File: src/hdl/mtsq_pkg.sv
// Shared constants, codes and control types of the median threshold sensor qualifier.
`default_nettype none

package mtsq_pkg;

  localparam int SampleW        = 10;
  localparam int ChanFieldW     = 3;
  localparam int CfgW           = 50;
  localparam int CfgIdxW        = 2;
  localparam int DefLineWindow  = 5;
  localparam int DefFlameWindow = 5;
  localparam int DefChannels    = 5;

  typedef enum logic [CfgIdxW-1:0] {
    CFG_FLAME_LIMITS = 2'd0,
    CFG_BLACK_THRESH = 2'd1,
    CFG_WHITE_THRESH = 2'd2
  } cfg_idx_e;

  typedef enum logic [3:0] {
    ST_IDLE,
    ST_WRITE,
    ST_LOAD,
    ST_PICK,
    ST_CMP,
    ST_DECIDE,
    ST_TH_A,
    ST_TH_B,
    ST_OUT
  } state_e;

  // Operand routing of the shared comparator
  typedef enum logic [1:0] {
    SEL_RANK,
    SEL_MED_WHITE,
    SEL_THR_MED
  } cmp_sel_e;

  typedef struct packed {
    logic     busy;
    logic     wr_en;
    logic     shift_en;
    logic     pick;
    logic     count;
    logic     rotate;
    logic     zero;
    logic     det_ld;
    logic     det_val;
    logic     flag_ld;
    logic     out_load;
    cmp_sel_e sel;
  } ctl_t;

  typedef struct packed {
    logic accept;
    logic ch_ok;
    logic kind;
    logic found;
    logic lt;
    logic flag_cur;
    logic out_free;
  } sts_t;

endpackage

`default_nettype wire

File: src/hdl/mtsq_ram.sv
// Generic single-write, single-read RAM with registered read data.
`default_nettype none

module mtsq_ram #(
  parameter int Width = 10,
  parameter int Depth = 50
) (
  input  logic                     clk_i,
  input  logic                     we_i,
  input  logic [$clog2(Depth)-1:0] waddr_i,
  input  logic [Width-1:0]         wdata_i,
  input  logic [$clog2(Depth)-1:0] raddr_i,
  output logic [Width-1:0]         rdata_o
);

  logic [Width-1:0] mem_q [Depth];
  logic [Width-1:0] rdata_q;

  always_ff @(posedge clk_i) begin
    if (we_i) begin
      mem_q[waddr_i] <= wdata_i;
    end
    rdata_q <= mem_q[raddr_i];
  end

  assign rdata_o = rdata_q;

endmodule

`default_nettype wire

File: src/hdl/mtsq_rank.sv
// Shared comparator with below/equal rank counters and median test.
`default_nettype none

module mtsq_rank #(
  parameter int CntW = 3
) (
  input  logic                        clk_i,
  input  logic                        rst_ni,
  input  logic [mtsq_pkg::SampleW-1:0] a_i,
  input  logic [mtsq_pkg::SampleW-1:0] b_i,
  input  logic                        clr_i,
  input  logic                        acc_i,
  input  logic [CntW-1:0]             target_i,
  output logic                        lt_o,
  output logic                        found_o
);
  import mtsq_pkg::*;

  logic [CntW-1:0] below_q, below_d;
  logic [CntW-1:0] same_q, same_d;
  logic            eq;
  logic [CntW:0]   upper;

  assign lt_o = a_i < b_i;
  assign eq   = a_i == b_i;

  always_comb begin
    below_d = below_q;
    same_d  = same_q;
    if (clr_i) begin
      below_d = '0;
      same_d  = '0;
    end else if (acc_i) begin
      if (lt_o) begin
        below_d = below_q + CntW'(1);
      end else if (eq) begin
        same_d = same_q + CntW'(1);
      end
    end
  end

  always_ff @(posedge clk_i or negedge rst_ni) begin
    if (!rst_ni) begin
      below_q <= '0;
      same_q  <= '0;
    end else begin
      below_q <= below_d;
      same_q  <= same_d;
    end
  end

  // candidate is the median when its rank span covers the target rank
  assign upper   = {1'b0, below_q} + {1'b0, same_q};
  assign found_o = (below_q <= target_i) && ({1'b0, target_i} < upper);

endmodule

`default_nettype wire

File: src/hdl/mtsq_ctrl.sv
// Sequencer: write, window load, rank passes, threshold checks and result hand-off.
`default_nettype none

module mtsq_ctrl #(
  parameter int CntW = 3
) (
  input  logic                 clk_i,
  input  logic                 rst_ni,
  input  mtsq_pkg::sts_t       sts_i,
  input  logic [CntW-1:0]      win_n_i,
  output mtsq_pkg::ctl_t       ctl_o,
  output logic [CntW-1:0]      rd_idx_o
);
  import mtsq_pkg::*;

  state_e          state_q, state_d;
  logic [CntW-1:0] k_q, k_d;
  logic [CntW-1:0] j_q, j_d;
  logic [CntW-1:0] i_q, i_d;
  logic [CntW-1:0] last;

  assign last     = win_n_i - CntW'(1);
  assign rd_idx_o = k_q;

  always_ff @(posedge clk_i or negedge rst_ni) begin
    if (!rst_ni) begin
      state_q <= ST_IDLE;
      k_q     <= '0;
      j_q     <= '0;
      i_q     <= '0;
    end else begin
      state_q <= state_d;
      k_q     <= k_d;
      j_q     <= j_d;
      i_q     <= i_d;
    end
  end

  always_comb begin
    state_d   = state_q;
    k_d       = k_q;
    j_d       = j_q;
    i_d       = i_q;
    ctl_o     = '0;
    ctl_o.sel = SEL_RANK;
    case (state_q)
      ST_IDLE: begin
        if (sts_i.accept) begin
          if (sts_i.ch_ok) begin
            state_d = ST_WRITE;
          end else begin
            // unknown channel: zero result, no state touched
            ctl_o.zero    = 1'b1;
            ctl_o.det_ld  = 1'b1;
            ctl_o.det_val = 1'b0;
            state_d       = ST_OUT;
          end
        end
      end
      ST_WRITE: begin
        ctl_o.busy  = 1'b1;
        ctl_o.wr_en = 1'b1;
        k_d         = '0;
        state_d     = ST_LOAD;
      end
      ST_LOAD: begin
        ctl_o.busy     = 1'b1;
        ctl_o.shift_en = (k_q != '0);
        if (k_q == win_n_i) begin
          i_d     = '0;
          state_d = ST_PICK;
        end else begin
          k_d = k_q + CntW'(1);
        end
      end
      ST_PICK: begin
        ctl_o.busy = 1'b1;
        ctl_o.pick = 1'b1;
        j_d        = '0;
        state_d    = ST_CMP;
      end
      ST_CMP: begin
        ctl_o.busy  = 1'b1;
        ctl_o.count = 1'b1;
        if (j_q == last) begin
          state_d = ST_DECIDE;
        end else begin
          j_d = j_q + CntW'(1);
        end
      end
      ST_DECIDE: begin
        ctl_o.busy = 1'b1;
        if (sts_i.found || (i_q == last)) begin
          state_d = ST_TH_A;
        end else begin
          ctl_o.rotate = 1'b1;
          i_d          = i_q + CntW'(1);
          state_d      = ST_PICK;
        end
      end
      ST_TH_A: begin
        ctl_o.busy = 1'b1;
        if (sts_i.kind) begin
          ctl_o.sel     = SEL_THR_MED;
          ctl_o.det_ld  = 1'b1;
          ctl_o.det_val = sts_i.lt;
          state_d       = ST_OUT;
        end else begin
          ctl_o.sel = SEL_MED_WHITE;
          if (sts_i.lt) begin
            ctl_o.det_ld  = 1'b1;
            ctl_o.det_val = 1'b1;
            ctl_o.flag_ld = 1'b1;
            state_d       = ST_OUT;
          end else begin
            state_d = ST_TH_B;
          end
        end
      end
      ST_TH_B: begin
        ctl_o.busy    = 1'b1;
        ctl_o.sel     = SEL_THR_MED;
        ctl_o.det_ld  = 1'b1;
        ctl_o.flag_ld = 1'b1;
        ctl_o.det_val = sts_i.lt ? 1'b0 : sts_i.flag_cur;
        state_d       = ST_OUT;
      end
      ST_OUT: begin
        ctl_o.busy = 1'b1;
        if (sts_i.out_free) begin
          ctl_o.out_load = 1'b1;
          state_d        = ST_IDLE;
        end
      end
      default: begin
        state_d = ST_IDLE;
      end
    endcase
  end

endmodule

`default_nettype wire

File: src/hdl/median_threshold_sensor_qualifier.sv
// Top level: median filtered line/flame sensor qualifier with per-channel line hysteresis.
// From accept to result beat: sample write, window load, one rank pass per candidate until
// the median is found, one or two threshold checks, then output hand-off. An unknown channel
// goes straight to the output hand-off.
// One item at a time: the next beat is taken the cycle after the result is registered.
// Reset: flame limits all ones; control, thresholds, write positions, line flags, valid bits cleared.
`default_nettype none

module median_threshold_sensor_qualifier #(
  parameter int LINE_WINDOW  = mtsq_pkg::DefLineWindow,
  parameter int FLAME_WINDOW = mtsq_pkg::DefFlameWindow,
  parameter int CHANNELS     = mtsq_pkg::DefChannels
) (
  input  logic                           clk_i,
  input  logic                           rst_ni,
  // configuration write channel
  input  logic                           cfg_valid_i,
  output logic                           cfg_ready_o,
  input  logic [mtsq_pkg::CfgIdxW-1:0]    cfg_index_i,
  input  logic [mtsq_pkg::CfgW-1:0]       cfg_data_i,
  // sample input channel
  input  logic                           in_valid_i,
  output logic                           in_stall_o,
  input  logic                           kind_i,
  input  logic [mtsq_pkg::ChanFieldW-1:0] channel_i,
  input  logic [mtsq_pkg::SampleW-1:0]    sample_i,
  // result output channel
  output logic                           out_valid_o,
  input  logic                           out_stall_i,
  output logic                           bank_o,
  output logic [mtsq_pkg::ChanFieldW-1:0] lane_o,
  output logic [mtsq_pkg::SampleW-1:0]    filtered_o,
  output logic                           detected_o
);
  import mtsq_pkg::*;

  // Window storage: all line windows first, then all flame windows, in one RAM.
  localparam int MaxWin = (LINE_WINDOW > FLAME_WINDOW) ? LINE_WINDOW : FLAME_WINDOW;
  localparam int PosW   = (MaxWin > 1) ? $clog2(MaxWin) : 1;
  localparam int CntW   = $clog2(MaxWin + 1);
  localparam int Depth  = CHANNELS * (LINE_WINDOW + FLAME_WINDOW);
  localparam int AddrW  = $clog2(Depth);
  localparam int ChW    = (CHANNELS > 1) ? $clog2(CHANNELS) : 1;

  ctl_t ctl;
  sts_t sts;

  // configuration registers
  logic [CfgW-1:0]    flame_q;
  logic [CfgW-1:0]    black_q;
  logic [SampleW-1:0] white_q;

  // latched input beat
  logic                  kind_q;
  logic [ChanFieldW-1:0] ch_q;
  logic [SampleW-1:0]    sample_q;
  logic [ChW-1:0]        ch_idx;

  // per-channel state
  logic [PosW-1:0]     lpos_q [CHANNELS];
  logic [PosW-1:0]     fpos_q [CHANNELS];
  logic [CHANNELS-1:0] lflag_q;
  logic [Depth-1:0]    vld_q;

  // window copy, candidate and comparator routing
  logic [SampleW-1:0] win_q [MaxWin];
  logic [SampleW-1:0] win_d [MaxWin];
  logic [SampleW-1:0] cand_q;
  logic [SampleW-1:0] shift_in;
  logic [SampleW-1:0] cmp_a, cmp_b;
  logic [SampleW-1:0] limit_cur, black_cur;
  logic               det_q;
  logic               lt;
  logic               found;

  logic [CntW-1:0]    win_n;
  logic [CntW-1:0]    rd_idx;
  logic [PosW-1:0]    pos_cur, pos_nx;
  logic [AddrW-1:0]   base_a, wr_addr, rd_addr;
  logic [SampleW-1:0] rdata;
  logic               rd_vld_q;

  // output register
  logic                  out_valid_q;
  logic                  bank_q;
  logic [ChanFieldW-1:0] lane_q;
  logic [SampleW-1:0]    filt_q;
  logic                  det_out_q;

  logic in_accept;

  // ---------------------------------------------------------------------------
  // Configuration: always ready; writes beyond the register list are dropped.
  // ---------------------------------------------------------------------------
  assign cfg_ready_o = 1'b1;

  always_ff @(posedge clk_i or negedge rst_ni) begin
    if (!rst_ni) begin
      flame_q <= '1;
      black_q <= '0;
      white_q <= '0;
    end else if (cfg_valid_i) begin
      case (cfg_idx_e'(cfg_index_i))
        CFG_FLAME_LIMITS: flame_q <= cfg_data_i;
        CFG_BLACK_THRESH: black_q <= cfg_data_i;
        CFG_WHITE_THRESH: white_q <= cfg_data_i[SampleW-1:0];
        default: begin
        end
      endcase
    end
  end

  // ---------------------------------------------------------------------------
  // Input beat: taken only while the sequencer is idle.
  // ---------------------------------------------------------------------------
  assign in_stall_o = ctl.busy;
  assign in_accept  = in_valid_i && !in_stall_o;

  always_ff @(posedge clk_i) begin
    if (in_accept) begin
      kind_q   <= kind_i;
      ch_q     <= channel_i;
      sample_q <= sample_i;
    end
  end

  assign ch_idx = ch_q[ChW-1:0];
  assign win_n  = kind_q ? CntW'(FLAME_WINDOW) : CntW'(LINE_WINDOW);

  // ---------------------------------------------------------------------------
  // Window addressing and per-channel circular write position.
  // ---------------------------------------------------------------------------
  assign pos_cur = kind_q ? fpos_q[ch_idx] : lpos_q[ch_idx];
  assign pos_nx  = (pos_cur == PosW'(win_n - CntW'(1))) ? '0 : pos_cur + PosW'(1);

  assign base_a  = kind_q ? AddrW'(CHANNELS * LINE_WINDOW)
                            + AddrW'(ch_idx) * AddrW'(FLAME_WINDOW)
                          : AddrW'(ch_idx) * AddrW'(LINE_WINDOW);
  assign wr_addr = base_a + AddrW'(pos_cur);
  assign rd_addr = base_a + AddrW'(rd_idx);

  always_ff @(posedge clk_i or negedge rst_ni) begin
    if (!rst_ni) begin
      for (int c = 0; c < CHANNELS; c++) begin
        lpos_q[c] <= '0;
        fpos_q[c] <= '0;
      end
      vld_q    <= '0;
      rd_vld_q <= 1'b0;
    end else begin
      rd_vld_q <= vld_q[rd_addr];
      if (ctl.wr_en) begin
        vld_q[wr_addr] <= 1'b1;
        if (kind_q) begin
          fpos_q[ch_idx] <= pos_nx;
        end else begin
          lpos_q[ch_idx] <= pos_nx;
        end
      end
    end
  end

  mtsq_ram #(
    .Width (SampleW),
    .Depth (Depth)
  ) u_win_ram (
    .clk_i   (clk_i),
    .we_i    (ctl.wr_en),
    .waddr_i (wr_addr),
    .wdata_i (sample_q),
    .raddr_i (rd_addr),
    .rdata_o (rdata)
  );

  // ---------------------------------------------------------------------------
  // Window copy: a circular shift line of W active taps. During load the RAM
  // data enters at the top tap (never-written entries read as zero); during
  // ranking tap 0 wraps round so every value passes the comparator in turn.
  // ---------------------------------------------------------------------------
  assign shift_in = ctl.shift_en ? (rdata & {SampleW{rd_vld_q}}) : win_q[0];

  always_comb begin
    for (int k = 0; k < MaxWin; k++) begin
      if (CntW'(k) == win_n - CntW'(1)) begin
        win_d[k] = shift_in;
      end else begin
        win_d[k] = win_q[(k < MaxWin - 1) ? k + 1 : k];
      end
    end
  end

  always_ff @(posedge clk_i) begin
    if (ctl.shift_en || ctl.count || ctl.rotate) begin
      win_q <= win_d;
    end
    if (ctl.zero) begin
      cand_q <= '0;
    end else if (ctl.pick) begin
      cand_q <= win_q[0];
    end
  end

  // ---------------------------------------------------------------------------
  // Shared comparator: rank counting, then the threshold checks on the median.
  // ---------------------------------------------------------------------------
  assign limit_cur = flame_q[SampleW * ch_q +: SampleW];
  assign black_cur = black_q[SampleW * ch_q +: SampleW];

  always_comb begin
    case (ctl.sel)
      SEL_MED_WHITE: begin
        cmp_a = cand_q;
        cmp_b = white_q;
      end
      SEL_THR_MED: begin
        cmp_a = kind_q ? limit_cur : black_cur;
        cmp_b = cand_q;
      end
      default: begin
        cmp_a = win_q[0];
        cmp_b = cand_q;
      end
    endcase
  end

  mtsq_rank #(
    .CntW (CntW)
  ) u_rank (
    .clk_i    (clk_i),
    .rst_ni   (rst_ni),
    .a_i      (cmp_a),
    .b_i      (cmp_b),
    .clr_i    (ctl.pick),
    .acc_i    (ctl.count),
    .target_i (win_n >> 1),
    .lt_o     (lt),
    .found_o  (found)
  );

  // line hysteresis flag and result flag
  always_ff @(posedge clk_i or negedge rst_ni) begin
    if (!rst_ni) begin
      lflag_q <= '0;
      det_q   <= 1'b0;
    end else begin
      if (ctl.det_ld) begin
        det_q <= ctl.det_val;
      end
      if (ctl.flag_ld) begin
        lflag_q[ch_idx] <= ctl.det_val;
      end
    end
  end

  // ---------------------------------------------------------------------------
  // Sequencer
  // ---------------------------------------------------------------------------
  assign sts.accept   = in_accept;
  assign sts.ch_ok    = channel_i < ChanFieldW'(CHANNELS);
  assign sts.kind     = kind_q;
  assign sts.found    = found;
  assign sts.lt       = lt;
  assign sts.flag_cur = lflag_q[ch_idx];
  assign sts.out_free = !out_valid_q || !out_stall_i;

  mtsq_ctrl #(
    .CntW (CntW)
  ) u_ctrl (
    .clk_i    (clk_i),
    .rst_ni   (rst_ni),
    .sts_i    (sts),
    .win_n_i  (win_n),
    .ctl_o    (ctl),
    .rd_idx_o (rd_idx)
  );

  // ---------------------------------------------------------------------------
  // Output register: hold the result beat until the sink takes it.
  // ---------------------------------------------------------------------------
  always_ff @(posedge clk_i or negedge rst_ni) begin
    if (!rst_ni) begin
      out_valid_q <= 1'b0;
    end else if (ctl.out_load) begin
      out_valid_q <= 1'b1;
    end else if (!out_stall_i) begin
      out_valid_q <= 1'b0;
    end
  end

  always_ff @(posedge clk_i) begin
    if (ctl.out_load) begin
      bank_q    <= kind_q;
      lane_q    <= ch_q;
      filt_q    <= cand_q;
      det_out_q <= det_q;
    end
  end

  assign out_valid_o = out_valid_q;
  assign bank_o      = bank_q;
  assign lane_o      = lane_q;
  assign filtered_o  = filt_q;
  assign detected_o  = det_out_q;

`ifndef SYNTHESIS
  // an accepted beat always makes the block busy on the next cycle
  a_busy_after_accept: assert property (@(posedge clk_i) disable iff (!rst_ni)
    in_valid_i && !in_stall_o |=> in_stall_o)
    else $error("input taken while a sample is still being processed");

  // a result is only loaded when the output register is free
  a_no_overwrite: assert property (@(posedge clk_i) disable iff (!rst_ni)
    ctl.out_load |-> (!out_valid_q || !out_stall_i))
    else $error("held result overwritten");

  // an unknown channel yields a zero median and no detection
  a_bad_lane_zero: assert property (@(posedge clk_i) disable iff (!rst_ni)
    out_valid_o && (lane_o >= ChanFieldW'(CHANNELS)) |-> (filtered_o == '0) && !detected_o)
    else $error("unknown channel produced a non-zero result");
`endif

endmodule

`default_nettype wire

File: config.mk
export PLATFORM = sky130hd
export DESIGN_NAME = median_threshold_sensor_qualifier
export DESIGN_NICKNAME = d
export VERILOG_FILES = /design/src/hdl/mtsq_pkg.sv /design/src/hdl/mtsq_ram.sv /design/src/hdl/mtsq_rank.sv /design/src/hdl/mtsq_ctrl.sv /design/src/hdl/median_threshold_sensor_qualifier.sv
export SDC_FILE = /design/constraint.sdc
export NUM_CORES = 1
export LEC_CHECK = 0
export BUFFER_PORTS_ARGS = -buffer_cell sky130_fd_sc_hd__buf_2
export CAP_MARGIN = 30
export CELL_PAD_IN_SITES_DETAIL_PLACEMENT = 0
export CELL_PAD_IN_SITES_GLOBAL_PLACEMENT = 1
export CORE_MARGIN = 1
export CORE_UTILIZATION = 50
export CTS_CLUSTER_DIAMETER = 200
export DETAILED_ROUTE_END_ITERATION = 8
export PLACE_DENSITY = 0.74
export REMOVE_ABC_BUFFERS = 1
export SLEW_MARGIN = 20
export SYNTH_ARGS = -nofsm -noshare
export SYNTH_HDL_FRONTEND = slang
export SYNTH_SLANG_ARGS = --single-unit
File: constraint.sdc
create_clock -name clk_i -period 7.63 [get_ports clk_i]
set_input_delay 0.763 -clock clk_i [delete_from_list [all_inputs] [get_ports clk_i]]
set_output_delay 0.763 -clock clk_i [all_outputs]
set_load 0.01 [all_outputs]
==> results.cfg <==
[placement]
count_of_placed_standard_cells_including_taps = 2839
place_congestion = 0.8345
dpl_worst_slack_ps = 2050
post-dp-hpwl_um = 46620
port_buffers = 87

[timing]
fin_tns_setup_ps = 0
slew_headroom = 0.3039
final_hold_viol_count = 0
fmax_mhz = 184.1
setup_viol_count_final = 0
holdWs_ps = 195.6
unrepaired_setup_endpoints_after_global_routing = no
count_of_pins_over_their_slew_limit = 0
final.setup.worst_slack_ps = 2198
final.period_utilization = 0.7120
worst_slew_pin_slew_ps = 1044
post-route-min-period_ps = 5432
clock_skew_ps = 22.09

[synthesis]
yosys_warnings = 0
syn_area_sq_um = 33660
yosys.cell_types.count = 74
synth-seq-area-share = 0.6915
postSynthAreaPerCell_sq_um = 17.49
post_synth_main_area_contributors = sky130_fd_sc_hd__edfxtp_1 (52%), sky130_fd_sc_hd__dfrtp_1 (12%), sky130_fd_sc_hd__mux4_2 (12%), sky130_fd_sc_hd__mux2_2 (4.9%), sky130_fd_sc_hd__dfstp_2 (3.9%)
syn_inst = 1925
dominantRegCellSynth = sky130_fd_sc_hd__edfxtp_1
synth.top_cell.area_share = 0.5165
synth_edf_count = 579
ys_ff_latch = 816
synth_async_sr_flop_share = 0.2659
synth.largest_area_cell = sky130_fd_sc_hd__edfxtp_1

[layout]
most_frequent_standard_cell_in_the_layout_excluding_fill_and_tap_cells = sky130_fd_sc_hd__edfxtp_1
nFillCells = 5015
flow.area_growth_from_synthesis_pct = 13.54
finish.cell_count_without_fillers = 3009
share_of_the_core_filled_with_cells_in_the_final_layout = 0.5772
multiInputGateArea_sq_um = 9881
register_area_sq_um = 23280
most-common-layout-cells = sky130_fd_sc_hd__edfxtp_1 (579), sky130_fd_sc_hd__mux4_2 (172), sky130_fd_sc_hd__dfrtp_1 (167)
layout-drive-gt1-share = 0.3158
design.final.nets = 2185

[clock_tree]
cts.htree.levels = 3
path_clk_slew_ps = 60
clock_sinks = 816
tritoncts_clock_tree = built
postCtsResizedCells = 0
hold_buffers = 0
clock_insertion_delay_worst_skew_ps = 630
cts_made_buffers = 85
clk_path_buf_depth = 3
postCtsSetupRepairBufs = 0
root_buffer = sky130_fd_sc_hd__clkbuf_16

[floorplanning]
die-area_sq_um = 68370
die-height_um = 261.5
core_region_area_sq_um = 66220
chipWidth_um = 261.5
initial_utilization = 0.5084
row_count = 94
io_pins = 89

[hold_path]
hold_class = in2async

[pwr]
power.density_nw_per_um2 = 458.0
p_leak_nw = 13.89
ir_drop_mv = 0.3852

[global_routing]
grt_antenna_before_repair = 1
vias_in_the_first_global_route = 18070
grt_start_max_net_pins = 110
first_pass_grt_wire_length_um = 112500
globalRouteTotalUtil = 0.2208
grt_overflow = 0

[setup_path]
reg2regPathDepth = 15
critPathCaptureType = flop
worstReg2RegEnd = u_win_ram.mem_q[11][1]
timing.reg2reg.setup_slack_ps = 2200
critPathKind = reg2reg
crit_arrival_ps = 5670
worst_r2r_startpoint = ch_idx[1]
crit_path_max_fanout = 21
worstSetupStartpointType = flop
data_required_time_at_the_worst_endpoint_ps = 7870

[routing]
wl_per_cell_um = 24.56
route.final.wire_length_um = 73910
via_per_inst = 5.898
drt_first_pass_iters = 7
vias = 17750
drt_first_iter_violations = 1474
route.antenna.remaining_nets = 0
drcViolationCount = 0

[run]
drv.max_cap_violation_count = 0

[run_status]
outcome = finished, final reports clean
[synth_stat cells (4+ instances only)]
master / instances
sky130_fd_sc_hd__a211oi_1: 10
sky130_fd_sc_hd__nand3_1: 16
sky130_fd_sc_hd__a22oi_1: 6
sky130_fd_sc_hd__clkbuf_1: 48
sky130_fd_sc_hd__and3_1: 7
sky130_fd_sc_hd__mux2_2: 146
sky130_fd_sc_hd__o21ai_0: 45
sky130_fd_sc_hd__o21ai_1: 8
sky130_fd_sc_hd__buf_2: 24
sky130_fd_sc_hd__o21bai_1: 34
sky130_fd_sc_hd__dfstp_2: 50
sky130_fd_sc_hd__edfxtp_1: 579
sky130_fd_sc_hd__nor4_1: 4
sky130_fd_sc_hd__nor2_1: 92
sky130_fd_sc_hd__nand2_1: 111
sky130_fd_sc_hd__o22ai_1: 22
sky130_fd_sc_hd__nor2b_1: 19
sky130_fd_sc_hd__a211o_1: 10
sky130_fd_sc_hd__a221o_1: 5
sky130_fd_sc_hd__o22a_1: 5
sky130_fd_sc_hd__xnor2_1: 7
sky130_fd_sc_hd__buf_1: 22
sky130_fd_sc_hd__a21oi_1: 36
sky130_fd_sc_hd__and2_1: 5
sky130_fd_sc_hd__xor2_1: 6
sky130_fd_sc_hd__dfrtp_1: 167
sky130_fd_sc_hd__nor3_1: 10
sky130_fd_sc_hd__dfxtp_1: 20
sky130_fd_sc_hd__inv_1: 39
sky130_fd_sc_hd__mux4_2: 172
sky130_fd_sc_hd__or2_1: 16
sky130_fd_sc_hd__a21o_1: 5
sky130_fd_sc_hd__ha_1: 35
sky130_fd_sc_hd__a31oi_1: 11
sky130_fd_sc_hd__mux2i_1: 73
[how the worst max path moves through the flow]
stage                     startpoint                      to  slack [ps]  depth (start not counted)
final                      ch_idx[1]  u_win_ram.mem_q[11][1]        2200                         15
after global routing       ch_idx[1]  u_win_ram.mem_q[11][1]        1730                         15
after CTS                  ch_idx[1]  u_win_ram.mem_q[44][6]        2030                         15
after detailed placement   ch_idx[1]  u_win_ram.mem_q[44][9]        2050                         15
after global placement     ch_idx[1]  u_win_ram.mem_q[44][0]        2230                         15
after floorplan               kind_q    u_win_ram.rdata_o[4]       -1050                          6
[flip-flops by register name (all words and copies together), names as in the netlist, 15 cells and up]
name and flops:
u_win_ram.mem_q 500, fpos_q 15, lpos_q 15, black_q 50, vld_q 50, win_d 40
flame_q 50
[critical path, stage by stage, from the launching register on]
cell	delay (ps)
sky130_fd_sc_hd__edfxtp_1	910
sky130_fd_sc_hd__buf_4	410
sky130_fd_sc_hd__mux4_2	340
sky130_fd_sc_hd__a221oi_1	290
sky130_fd_sc_hd__a31o_2	170
sky130_fd_sc_hd__inv_1	70
sky130_fd_sc_hd__ha_1	210
sky130_fd_sc_hd__inv_1	80
sky130_fd_sc_hd__fa_1	210
sky130_fd_sc_hd__inv_1	60
sky130_fd_sc_hd__a21oi_1	440
sky130_fd_sc_hd__and3_1	230
sky130_fd_sc_hd__a21oi_1	60
sky130_fd_sc_hd__o32ai_1	210
sky130_fd_sc_hd__nand2_1	430
sky130_fd_sc_hd__nor2_1	900
[stage by stage]
stage          power (W)  area, sq um
6_report         0.01750        38220
4_1_cts          0.01763        38090
3_3_place_gp     0.01345        35240
3_5_place_dp     0.01355        35330
2_1_floorplan    0.01122        33250
5_1_grt          0.01835        38220
[power breakdown]
part	internal (W)	switching, W
logic	0.00325	0.00415
registers	0.00571	0.000347
clock network	0.00238	0.00167
total	0.0113	0.00616
[cell type report]
| type | count | area share |
|---|---|---|
| repair buffers | 162 | 0.02792 |
| flip-flops and latches | 816 | 0.6091 |
| diodes | 1 | 0.00006547 |
| clock inverters | 45 | 0.01054 |
| clock buffers | 110 | 0.06164 |
| inverters | 40 | 0.003928 |
| well taps | 864 | 0.02828 |
| multi-input cells | 971 | 0.2585 |
[routing by layer]
layer	up-vias	GRT usage	routed length [um]
met5	-	0	0
met1	9291	0.3240	33280
met3	104	0.03300	3765
met2	526	0.3493	35390
li1	7825	-	-
met4	0	0.05523	1482
[logic make-up (layout without fill, tap and decap cells)]
family	after synthesis	count (layout)	share of synthesized area
other	1	2	0.0001114
AO/OA/AOI/OAI	220	220	0.04445
flip-flops	816	816	0.6915
multiplexers	392	392	0.1861
AND/OR/NAND/NOR	304	304	0.04137
adder cells (fa/ha/maj)	38	38	0.01479
buffers and inverters	138	357	0.01684
XOR/XNOR	16	16	0.004832
(Power assumes the default switching activity.)
